`config.mk`:
```
export PLATFORM = sky130hd
export DESIGN_NAME = lcot_sigmoid
export DESIGN_NICKNAME = d
export VERILOG_FILES = /design/src/hw/rtl/lcot_pkg.sv /design/src/hw/rtl/lcot_sigmoid.sv
export SDC_FILE = /design/constraint.sdc
export NUM_CORES = 1
export LEC_CHECK = 0
export ABC_CLOCK_PERIOD_IN_PS = 850
export BUFFER_PORTS_ARGS = -buffer_cell sky130_fd_sc_hd__buf_2
export CAP_MARGIN = 20
export CORE_MARGIN = 2
export CORE_UTILIZATION = 30
export CTS_CLUSTER_DIAMETER = 60
export DETAILED_ROUTE_END_ITERATION = 16
export GPL_TIMING_DRIVEN = 0
export HOLD_SLACK_MARGIN = 0.06
export PLACE_DENSITY = 0.47
export SLEW_MARGIN = 20
export SYNTH_ARGS = -nofsm -noshare
export SYNTH_HDL_FRONTEND = slang
export SYNTH_SLANG_ARGS = --single-unit
```
`constraint.sdc`:
```
create_clock -name clk_i -period 0.85 [get_ports clk_i]
set_clock_uncertainty 0.15 [all_clocks]
set_input_delay 0.0425 -clock clk_i [delete_from_list [all_inputs] [get_ports clk_i]]
set_output_delay 0.0425 -clock clk_i [all_outputs]
set_load 0.02 [all_outputs]
```
`src/hw/rtl/lcot_pkg.sv`:
```
// ----------------------------------------------------------------------------
// lcot_pkg
// Shared constants and helper functions of the online-trained
// logistic classifier.
// ----------------------------------------------------------------------------
package lcot_pkg;

  localparam int MaxClasses  = 4;
  localparam int MaxFeatures = 7;
  localparam int WgtW        = 24;
  localparam int QW          = 16;
  localparam logic [QW-1:0] QOne = 16'd32768;
  localparam logic [16:0] RateMin = 17'd7;
  localparam logic [16:0] RateMax = 17'd65536;
  localparam logic [13:0] EpochMax = 14'd10000;

  // register indexes
  localparam logic CfgLearnRate  = 1'b0;
  localparam logic CfgEpochCount = 1'b1;

  // request kinds
  localparam logic ReqPredict = 1'b0;
  localparam logic ReqTrain   = 1'b1;

  // reset weights, row-major class by feature, Q8.16
  function automatic logic signed [WgtW-1:0] init_weight(input int r, input int c);
    int v;
    begin
      v = 0;
      case (r*MaxFeatures + c)
        0: v = -85197;  1: v = -52429;  2: v = -65536;  3: v = -65536;
        4: v = -32768;  5: v = -45875;  6: v = -45875;
        7: v = 104858;  8: v = 26214;   9: v = 13107;   10: v = 32768;
        11: v = 39322;  12: v = 72090;  13: v = 52429;
        14: v = 32768;  15: v = 52429;  16: v = 117965; 17: v = 19661;
        18: v = 26214;  19: v = 19661;  20: v = 52429;
        21: v = 45875;  22: v = 19661;  23: v = 13107;  24: v = 124518;
        25: v = 19661;  26: v = 13107;  27: v = 58982;
        default: v = 0;
      endcase
      return v[WgtW-1:0];
    end
  endfunction

  function automatic logic signed [WgtW-1:0] init_bias(input int r);
    int v;
    begin
      case (r)
        0: v = 78643;
        1: v = -52429;
        2: v = -65536;
        3: v = -65536;
        default: v = 0;
      endcase
      return v[WgtW-1:0];
    end
  endfunction

  // sigmoid knots at integer x, Q1.15
  function automatic logic [QW-1:0] sig_knot(input logic [3:0] k);
    logic [QW-1:0] v;
    begin
      case (k)
        4'd0: v = 16'd16384;
        4'd1: v = 16'd23955;
        4'd2: v = 16'd28862;
        4'd3: v = 16'd31214;
        4'd4: v = 16'd32179;
        4'd5: v = 16'd32549;
        4'd6: v = 16'd32687;
        4'd7: v = 16'd32738;
        default: v = 16'd32757;
      endcase
      return v;
    end
  endfunction

  function automatic logic [QW-1:0] sat_q(input logic [QW-1:0] v);
    return (v > QOne) ? QOne : v;
  endfunction

endpackage

```
`src/hw/rtl/lcot_sigmoid.sv`:
```
// ----------------------------------------------------------------------------
// lcot_sigmoid
// Registered piecewise-linear sigmoid over [-8,8): one knot-pair lookup and
// one 16x16 interpolation product, registered in the cycle after the request.
// ----------------------------------------------------------------------------
module lcot_sigmoid import lcot_pkg::*; #(
  parameter int AccW = 48
) (
  input  logic                   clk_i,
  input  logic                   rst_ni,
  input  logic                   start_i,
  input  logic signed [AccW-1:0] x_i,
  output logic                   done_o,
  output logic [QW-1:0]          y_o
);

  logic            neg;
  logic [AccW-1:0] mag;
  logic            over;
  logic [3:0]      k;
  logic [15:0]     fr;
  logic [QW-1:0]   lo, hi, sp;
  logic [31:0]     prod;
  logic [QW-1:0]   y_d, y_q;
  logic            done_q;

  // magnitude split into knot index and fraction
  always_comb begin
    neg  = x_i[AccW-1];
    mag  = neg ? (AccW)'(-x_i) : x_i;
    over = (mag[AccW-1:19] != '0);
    k    = {1'b0, mag[18:16]};
    fr   = mag[15:0];
    lo   = sig_knot(k);
    hi   = sig_knot(k + 4'd1);
    prod = 32'(hi - lo) * 32'(fr);
    sp   = over ? sig_knot(4'd8) : 16'(lo + prod[31:16]);
    if (!neg) begin
      y_d = over ? QOne : sp;
    end else begin
      // x == -8 exactly maps to 1 - s(8); below that saturate to zero
      if (over && (mag != (AccW)'(32'd524288))) y_d = '0;
      else y_d = 16'(QOne - sp);
    end
  end

  always_ff @(posedge clk_i or negedge rst_ni) begin
    if (!rst_ni) begin
      done_q <= 1'b0;
    end else begin
      done_q <= start_i;
    end
  end

  always_ff @(posedge clk_i) begin
    if (start_i) y_q <= y_d;
  end

  assign done_o = done_q;
  assign y_o    = y_q;

`ifndef SYNTHESIS
  a_done_follows: assert property (@(posedge clk_i) disable iff (!rst_ni)
    start_i |=> done_o) else $error("sigmoid done missing");
  a_range: assert property (@(posedge clk_i) disable iff (!rst_ni)
    done_o |-> (y_o <= QOne)) else $error("sigmoid out of range");
  a_single: assert property (@(posedge clk_i) disable iff (!rst_ni)
    !start_i |=> !done_o) else $error("sigmoid spurious done");
`endif

endmodule

```
* Word level (Yosys, flattened, before mapping)
Memory sizes are Yosys's and may differ from the RTL's.
Cells that the tools add are included.
** Cells by class
- Multipliers :: 1
- $lt $le $gt $ge :: 0
- Shift operators :: 0
- Reductions and logical operators :: 2
- Muxes and demuxes :: 6
- Divide/modulo/power cells :: 0
- Add/sub/neg operators :: 5
- Bitwise gates (word level) :: 0
- Eq/ne operators :: 1
** Operators with widths (number)
- $mux 16 :: 5
- $mux 48 :: 1
- $ne 48x20->1 const B :: 1
- $neg 48->48 :: 1
- $mul 17x17->32 :: 1
- $reduce_bool 29->1 :: 1
- $sub 16x16->17 :: 1
- $add 16x16->16 :: 1
- $sub 16x16->16 const A :: 1
- $add 3x1->4 const B :: 1
- $logic_and 1x1->1 :: 1
** Word-level totals
- Input port bits :: 51
- Flip-flop bits (word level) :: 17
- Latch bits :: 0
- RAM bits :: 0
- Memories kept :: 2
- ROM bits :: 224
** Memories
- (no name shown) :: depth 8, width 14, read ports 1, clocked after Yosys merged registers in 0, wr ports 0, RTL line lcot_pkg.sv:63 : case (k)
- (no name shown) :: depth 8, width 14, read ports 1, clocked after Yosys merged registers in 0, wr ports 0, RTL line lcot_pkg.sv:63

* Logic depth before layout (Yosys ltp)
Gate-level depths: netlist of run 1.
An unclocked memory read counts as a cell.
- Depth in word-level cells :: 12
- Mapped depth :: 60

* Worst setup path before layout of run 1
No wires, ideal clock.
- Path type :: in2reg
- Start :: input x_i[2]
- End :: register y_q[15], in the netlist y_o[15] (data pin)
- Library setup time :: 0.254 ns
- Slack :: -11.442 ns
- Data arrival time :: 11.888 ns
- Stages :: 52
- Cell sequence :: clkbuf_1 > nor3_2 > nand4_1 > mux2i_1 > nor3_2 > inv_2 > ha_1 > clkbuf_1 > o21ai_0 > nor2_1 > a21oi_1 > ha_1 > inv_1 > ha_1 > o21a_1 > o21ai_1 > a21oi_1 > a311oi_2 > [16 not listed] > a21o_1 > a21oi_1 > o21ai_0 > xor2_1 > ha_1 > fa_1 > a211o_1 > a21o_1 > o31a_1 > o41ai_1 > nor2b_1 > o21ai_0 > nand2b_1 > xor2_1 > or3_1 > nor4_1 > mux2i_1 > a21o_1
** On the way
- Longest elaborated chain between the ends :: 12
- Elaborated cells on any way between the ends :: 17
- Classes of those cells :: add/sub (5); mul (1); eq/ne (1); mux (6); reduce/logical (2); memory (2)
** RTL lines
- start, declared :: RTL line lcot_sigmoid.sv:12 : input logic signed [AccW-1:0] x_i,
- $neg 48->48 :: RTL line lcot_sigmoid.sv:30 : mag = neg ? (AccW)'(-x_i) : x_i;
- $mux 48 * :: RTL line lcot_sigmoid.sv:30
- $add 3x1->4 :: RTL line lcot_sigmoid.sv:35 : hi = sig_knot(k + 4'd1);
- $mem_v2 8x14
- $mux 16 :: RTL line lcot_pkg.sv:63
- $sub 16x16->17 :: RTL line lcot_sigmoid.sv:36 : prod = 32'(hi - lo) * 32'(fr);
- $mul 17x17->32 :: RTL line lcot_sigmoid.sv:36
- $add 16x16->16 :: RTL line lcot_sigmoid.sv:37 : sp = over ? sig_knot(4'd8) : 16'(lo + prod[31:16]);
- $mux 16 :: RTL line lcot_sigmoid.sv:37
- $sub 16x16->16 :: RTL line lcot_sigmoid.sv:43 : else y_d = 16'(QOne - sp);
- $mux 16 :: RTL line lcot_sigmoid.sv:42 : if (over && (mag != (AccW)'(32'd524288))) y_d = '0;
- $mux 16 * :: RTL line lcot_sigmoid.sv:38 : if (!neg) begin
- via y_d[15] :: RTL line lcot_sigmoid.sv:24 : logic [QW-1:0] y_d, y_q;
- end signal, assigned :: RTL line lcot_sigmoid.sv:56 : if (start_i) y_q <= y_d;
- end, declared :: RTL line lcot_sigmoid.sv:24
The timed path passes the listed nets; every way through them passes the cells marked *.
A chain may end at the register's enable or synchronous reset.

* Worst setup path in the final report of run 1
- Start :: input x_i[9]
- End :: register y_q[15], in the netlist y_o[15] (data pin)
Same word-level chain as after synthesis.

==> flow_summary.toml, run 1 <==
[outcome]
status = "finished with violations"
violations = "negative hold slack, negative setup slack"

[drt]
drt_iter0_drc = 774
first_pass_iters = 5
ant_nets = 0
wire_per_inst_um = 17.5
wirelength_um = 41800
vias_per_cell = 4.82
vias = 11500
drc_errors = 0

[critical_path]
path_class = "in -> reg"
path_common_cell = "fa_1"
worstPathRequired_ns = 0.70
cpPeakStageDelay_ns = 0.57
cp_slowest_cell = "a41oi_4"
end_kind = "register"
crit_path_max_fanout = 6
setup.worst_path.start_class = "input pin"
cp.arrival_ns = 11.64

[timing]
rsz0062_at_grt = "true"
setup_violations = 33
period_needed_ns = 11.79
setup_ws_ns = -10.94
hold_ws_ns = -0.0404
slew_viol_final = 0
fin_crit_sh_pct = 1390
worst_pin_slew_ns = 1.17
relSlewSlack_pct = 21.5
hold_violations = 2
clock.fmax_mhz = 84.8

[placement]
portBuffers = 63
gp_congestion = 0.852
pre_cts_ws_ns = -12.76
dpl.hpwl_um = 33800

[clocking]
cts_sinks = 17
clock-root-buffer = "clkbuf_16"
postCtsHoldBufs = 1
clk_path_buf_depth = 2
cts_tree = "built"
cts_buffers = 3
cts.clk_slew.worst_paths_ns = 0.05
h-tree-depth = 1

[logic_synthesis]
synthDistinctLibCells = 80
synthFlopType = "edfxtp_1"
yosysTopAreaCellShare_pct = 39.1
postSynthAreaPerCell_sq_um = 8.27
syn_area_sq_mm = 0.0136
synthTopCellsByArea = "fa_1, ha_1, inv_1"
synth_edf_count = 16
syn_inst = 1646
yosysWarnings = 0
synth_top_area_cell = "fa_1"
syn-num-nets = 2076
synth-seq-cells = 17
ys_seq_area_share_pct = 3.72
synthArstFlopShare_pct = 5.88

[grt]
track_usage_pct = 17.9
antenna_found_initial = 0
use_met3_pct = 1.69
grt_use_met2_pct = 29.7
grt_first_pass_wirelength_um = 66500
grt_pass1_vias = 12000
grt_max_degree = 18
use_met1_pct = 25.1
grt_busiest_layer = "met2"
grt-ovfl-total = 0

[floorplanning]
fp.dieArea_sq_mm = 0.0471
start_util_pct = 30.2
ioPinCount = 68
die_h_um = 217
fp.dieW_um = 217
coreArea_sq_mm = 0.0451
num_rows = 78

[worst_hold_path]
worstHoldPathType = "in -> async"

[cells_and_area]
syn_to_final_growth_pct = 23.8
drive_gt1_share_pct = 20.2
n_antenna_cell = 0
num-fill-cells = 4723
final_nets = 2225

[job]
maxCapViolCount = 0
==> cell type report <==
| cell class | count | area (sq um) | area share [%] |
|---|---|---|---|
| Timing Repair Buffer | 149 | 1150 | 6.84 |
| Inverter | 377 | 1430 | 8.46 |
| Buffer | 40 | 235 | 1.40 |
| Sequential cell | 17 | 505 | 3.00 |
| Clock inverter | 1 | 5.00 | 0.0297 |
| Tap cell | 600 | 751 | 4.46 |
| Clock buffer | 3 | 75.1 | 0.446 |
| Multi-Input combinational cell | 1207 | 12700 | 75.4 |
==> metal layers <==
| layer | vias up | share of wire (%) |
|---|---|---|
| met5 | - | 0 |
| met4 | 0 | 2.7 |
| met3 | 37 | 4.4 |
| met2 | 234 | 47 |
| met1 | 5848 | 46 |
| li1 | 5424 | - |
==> state kept, by name, summed over array words and instances (netlist names) <==
name	cells
done_o	1
y_o	16
==> final timing paths <==
path	slack, ns	to	from	cells after the start
setup / recovery	-10.94	y_o[15]	x_i[9]	44
hold / removal	-0.04	done_o	rst_ni	2
max in group asynchronous	0.51	done_o	rst_ni	2
min in group clk_i	-0.03	done_o	start_i	1
==> per-stage QoR <==
step	std cells	TNS [ns]	utilization [%]	area, sq um
6_report	2394	-160.84	37.4	16800
5_1_grt	2394	-167.62	37.4	16800
4_1_cts	2360	-161.86	35.9	16200
3_5_place_dp	2310	-185.42	33.4	15100
3_3_place_gp	2309	-186.68	33.3	15000
2_1_floorplan	1646	-147.00	-	13900
==> cells in the mapped netlist (all sizes together), types with 13 or more instances <==
cell	n
inv	377
fa	266
nand2	173
nor2	157
ha	113
a21oi	64
xnor2	48
nor2b	41
xor2	40
o21ai	36
clkbuf	34
nor3	31
and2	19
nand3	19
edfxtp	16
nand2b	16
nor4	16
a21o	13
nand4	13
==> timing repair <==
item | in CTS | in global routing
resized for setup | 136 | 89
cloned | 0 | 1
setup endpoints to repair | 33 | 33
pin swaps | 67 | 67
buffers inserted | 50 | 34
hold endpoints to repair | 2 | 2
==> cell families (layout without fill, tap and decap cells) <==
family	count (synthesis)	count (layout)	share of synthesized area [%]
xor+xnor	88	88	5.72
simple gates	527	527	18.6
mux	9	9	0.681
fa+ha+maj	379	379	49.5
flops	17	17	3.72
buf+inv	423	570	11.8
compound gates	203	204	9.90
==> placed cells by master, fill, tap and decap left out, drive strengths merged, types with 40 or more instances in the layout <==
cell type / count
a21oi: 64
fa: 266
ha: 113
nor2b: 41
inv: 377
nor2: 157
xor2: 40
nand2: 173
xnor2: 48
buf: 158
==> critical path, delay by kind of cell <==
| kind | cells | cell delay (ns) |
|---|---|---|
| simple gates | 12 | 3.14 |
| mux | 1 | 0.11 |
| xor+xnor | 2 | 0.30 |
| buf+inv | 7 | 0.53 |
| fa+ha+maj | 10 | 4.27 |
| compound gates | 12 | 3.21 |
Power of run 1 is left out: the tool's default activity adds up to more than one toggle a clock period on the data nets, which glitch-free logic cannot reach.
==> run 2, diff against run 1 <==
--- a/config.mk
+++ b/config.mk
@@ -5,7 +5,7 @@
 export SDC_FILE = /design/constraint.sdc
 export NUM_CORES = 1
 export LEC_CHECK = 0
-export ABC_CLOCK_PERIOD_IN_PS = 850
+export ABC_CLOCK_PERIOD_IN_PS = 10700
 export BUFFER_PORTS_ARGS = -buffer_cell sky130_fd_sc_hd__buf_2
 export CAP_MARGIN = 20
 export CORE_MARGIN = 2
@@ -14,7 +14,7 @@
 export DETAILED_ROUTE_END_ITERATION = 16
 export GPL_TIMING_DRIVEN = 0
 export HOLD_SLACK_MARGIN = 0.06
-export PLACE_DENSITY = 0.47
+export PLACE_DENSITY = 0.48
 export SLEW_MARGIN = 20
 export SYNTH_ARGS = -nofsm -noshare
 export SYNTH_HDL_FRONTEND = slang
==> constraint.sdc (replaced) <==
create_clock -name clk_i -period 10.7 [get_ports clk_i]
set_clock_uncertainty 0.15 [all_clocks]
set_input_delay 0.535 -clock clk_i [delete_from_list [all_inputs] [get_ports clk_i]]
set_output_delay 0.535 -clock clk_i [all_outputs]
set_load 0.02 [all_outputs]
==> flow_summary.toml, run 2 (synthesis results as in run 1) <==
[drt]
vias_per_cell = 4.87
wirelength_um = 41800
first_pass_iters = 5
wire_per_inst_um = 17.4
drc_errors = 0
drt_iter0_drc = 631
ant_nets = 0
vias = 11700

[cells_and_area]
utilization_pct = 37.6
drive_gt1_share_pct = 20.2
n_antenna_cell = 0
final_nets = 2234
mostFrequentLayoutCells = "inv_1, fa_1, nand2_1"
syn_to_final_growth_pct = 24.5
largest_reg_flops = 16
num-fill-cells = 4662
layout_commonest_cell = "inv_1"
max_flop_register = "y_o"

[timing]
fin_tns_setup_ns = -10.55
rsz0062_at_grt = "true"
clock.fmax_mhz = 81.6
worst_pin_slew_ns = 1.06
slew_viol_final = 0
period_needed_ns = 12.25
fin_crit_sh_pct = 114
setup_ws_ns = -1.55
hold_ws_ns = 0.437
hold_violations = 0
relSlewSlack_pct = 28.6
setup_violations = 14

[grt]
grt-ovfl-total = 0
antenna_found_initial = 0
grt_first_pass_wirelength_um = 67400
grt_pass1_vias = 12300
grt_max_degree = 18
track_usage_pct = 17.9

[clocking]
h-tree-depth = 1
cts_tree = "built"
cts_buffers = 3
cts.clk_slew.worst_paths_ns = 0.05
clock-root-buffer = "clkbuf_16"
clk_path_buf_depth = 2
cts_sinks = 17

[critical_path]
crit_path_max_fanout = 5
cp_slowest_cell = "fa_1"
setup.worst_path.start_class = "input pin"
cp.arrival_ns = 12.21
worstPathRequired_ns = 10.66
cpPeakStageDelay_ns = 0.56
path_class = "in -> reg"
end_kind = "register"

[floorplanning]
num_rows = 78
start_util_pct = 30.2
fp.dieW_um = 217
fp.dieArea_sq_mm = 0.0471
ioPinCount = 68
die_h_um = 217
coreArea_sq_mm = 0.0451

[placement]
portBuffers = 63
gp_congestion = 0.871
dpl.hpwl_um = 33700

[outcome]
violations = "negative setup slack"
status = "finished with violations"

[job]
maxCapViolCount = 0

[worst_hold_path]
worstHoldPathType = "in -> async"
[run 2: cell types whose count changed in the layout (fill, tap and decap cells not counted), moves of 4 or more]
cell    previous run  this run
buf_6             28        22
buf_2             52        64
inv_1            362       369
nor2_2            12         8
nor2_1           141       146
inv_2             12         5
[run 2: timing repair]
action / 4_1_cts / 5_1_grt
pin swaps: 73 / 62
resized for setup: 158 / 60
setup endpoints to repair: 16 / 15
buffers inserted: 69 / 26
gates cloned: 1 / 0
hold buffers: 1 / 0
endpoints found under the hold margin: 1 / 0
[run 2: path summary, 6_finish.rpt]
kind	slack, ns	from	cells after the start	to
min in group clk_i	0.46	start_i	1	done_o
hold / removal	0.44	rst_ni	2	done_o
setup / recovery	-1.55	x_i[8]	55	y_o[14]
max in group asynchronous	9.88	rst_ni	2	done_o
[run 2: critical path: cells and delay by family]
kind	cells	cell delay [ns]
adder cells (fa/ha/maj)	9	3.77
buffers and inverters	12	1.37
multiplexers	2	0.51
AO/OA/AOI/OAI	16	3.01
AND/OR/NAND/NOR	13	2.37
XOR/XNOR	3	0.63
[run 2: stage by stage]
stage                     area [sq um]  cells  setup slack, ns
final                            16900   2403            -1.55
after global routing             16900   2403            -2.07
after CTS                        16500   2378            -1.55
after detailed placement         15000   2311            -3.55
after global placement           15000   2309            -3.52
after floorplan                  13900   1646           -0.831
[run 2: area by class of cell]
cell class              instances  area [sq um]  area share, %
repair buffers                159          1190           7.05
plain buffers                  40           250           1.48
flip-flops and latches         17           505           2.98
well taps                     600           751           4.43
multi-input cells            1206         12700           75.1
clock buffers                   4          78.8          0.465
inverters                     377          1440           8.47
[run 2: layer usage]
layer	vias up	track usage (%)	share of wire [%]	wire (um)
li1	5449	-	-	-
met1	5942	24.9	45	18800
met2	267	30.4	48	20000
met3	49	1.83	4.5	1880
met4	0	3.49	2.7	1120
met5	-	0	0	0
Power of run 2 is left out for the same reason.
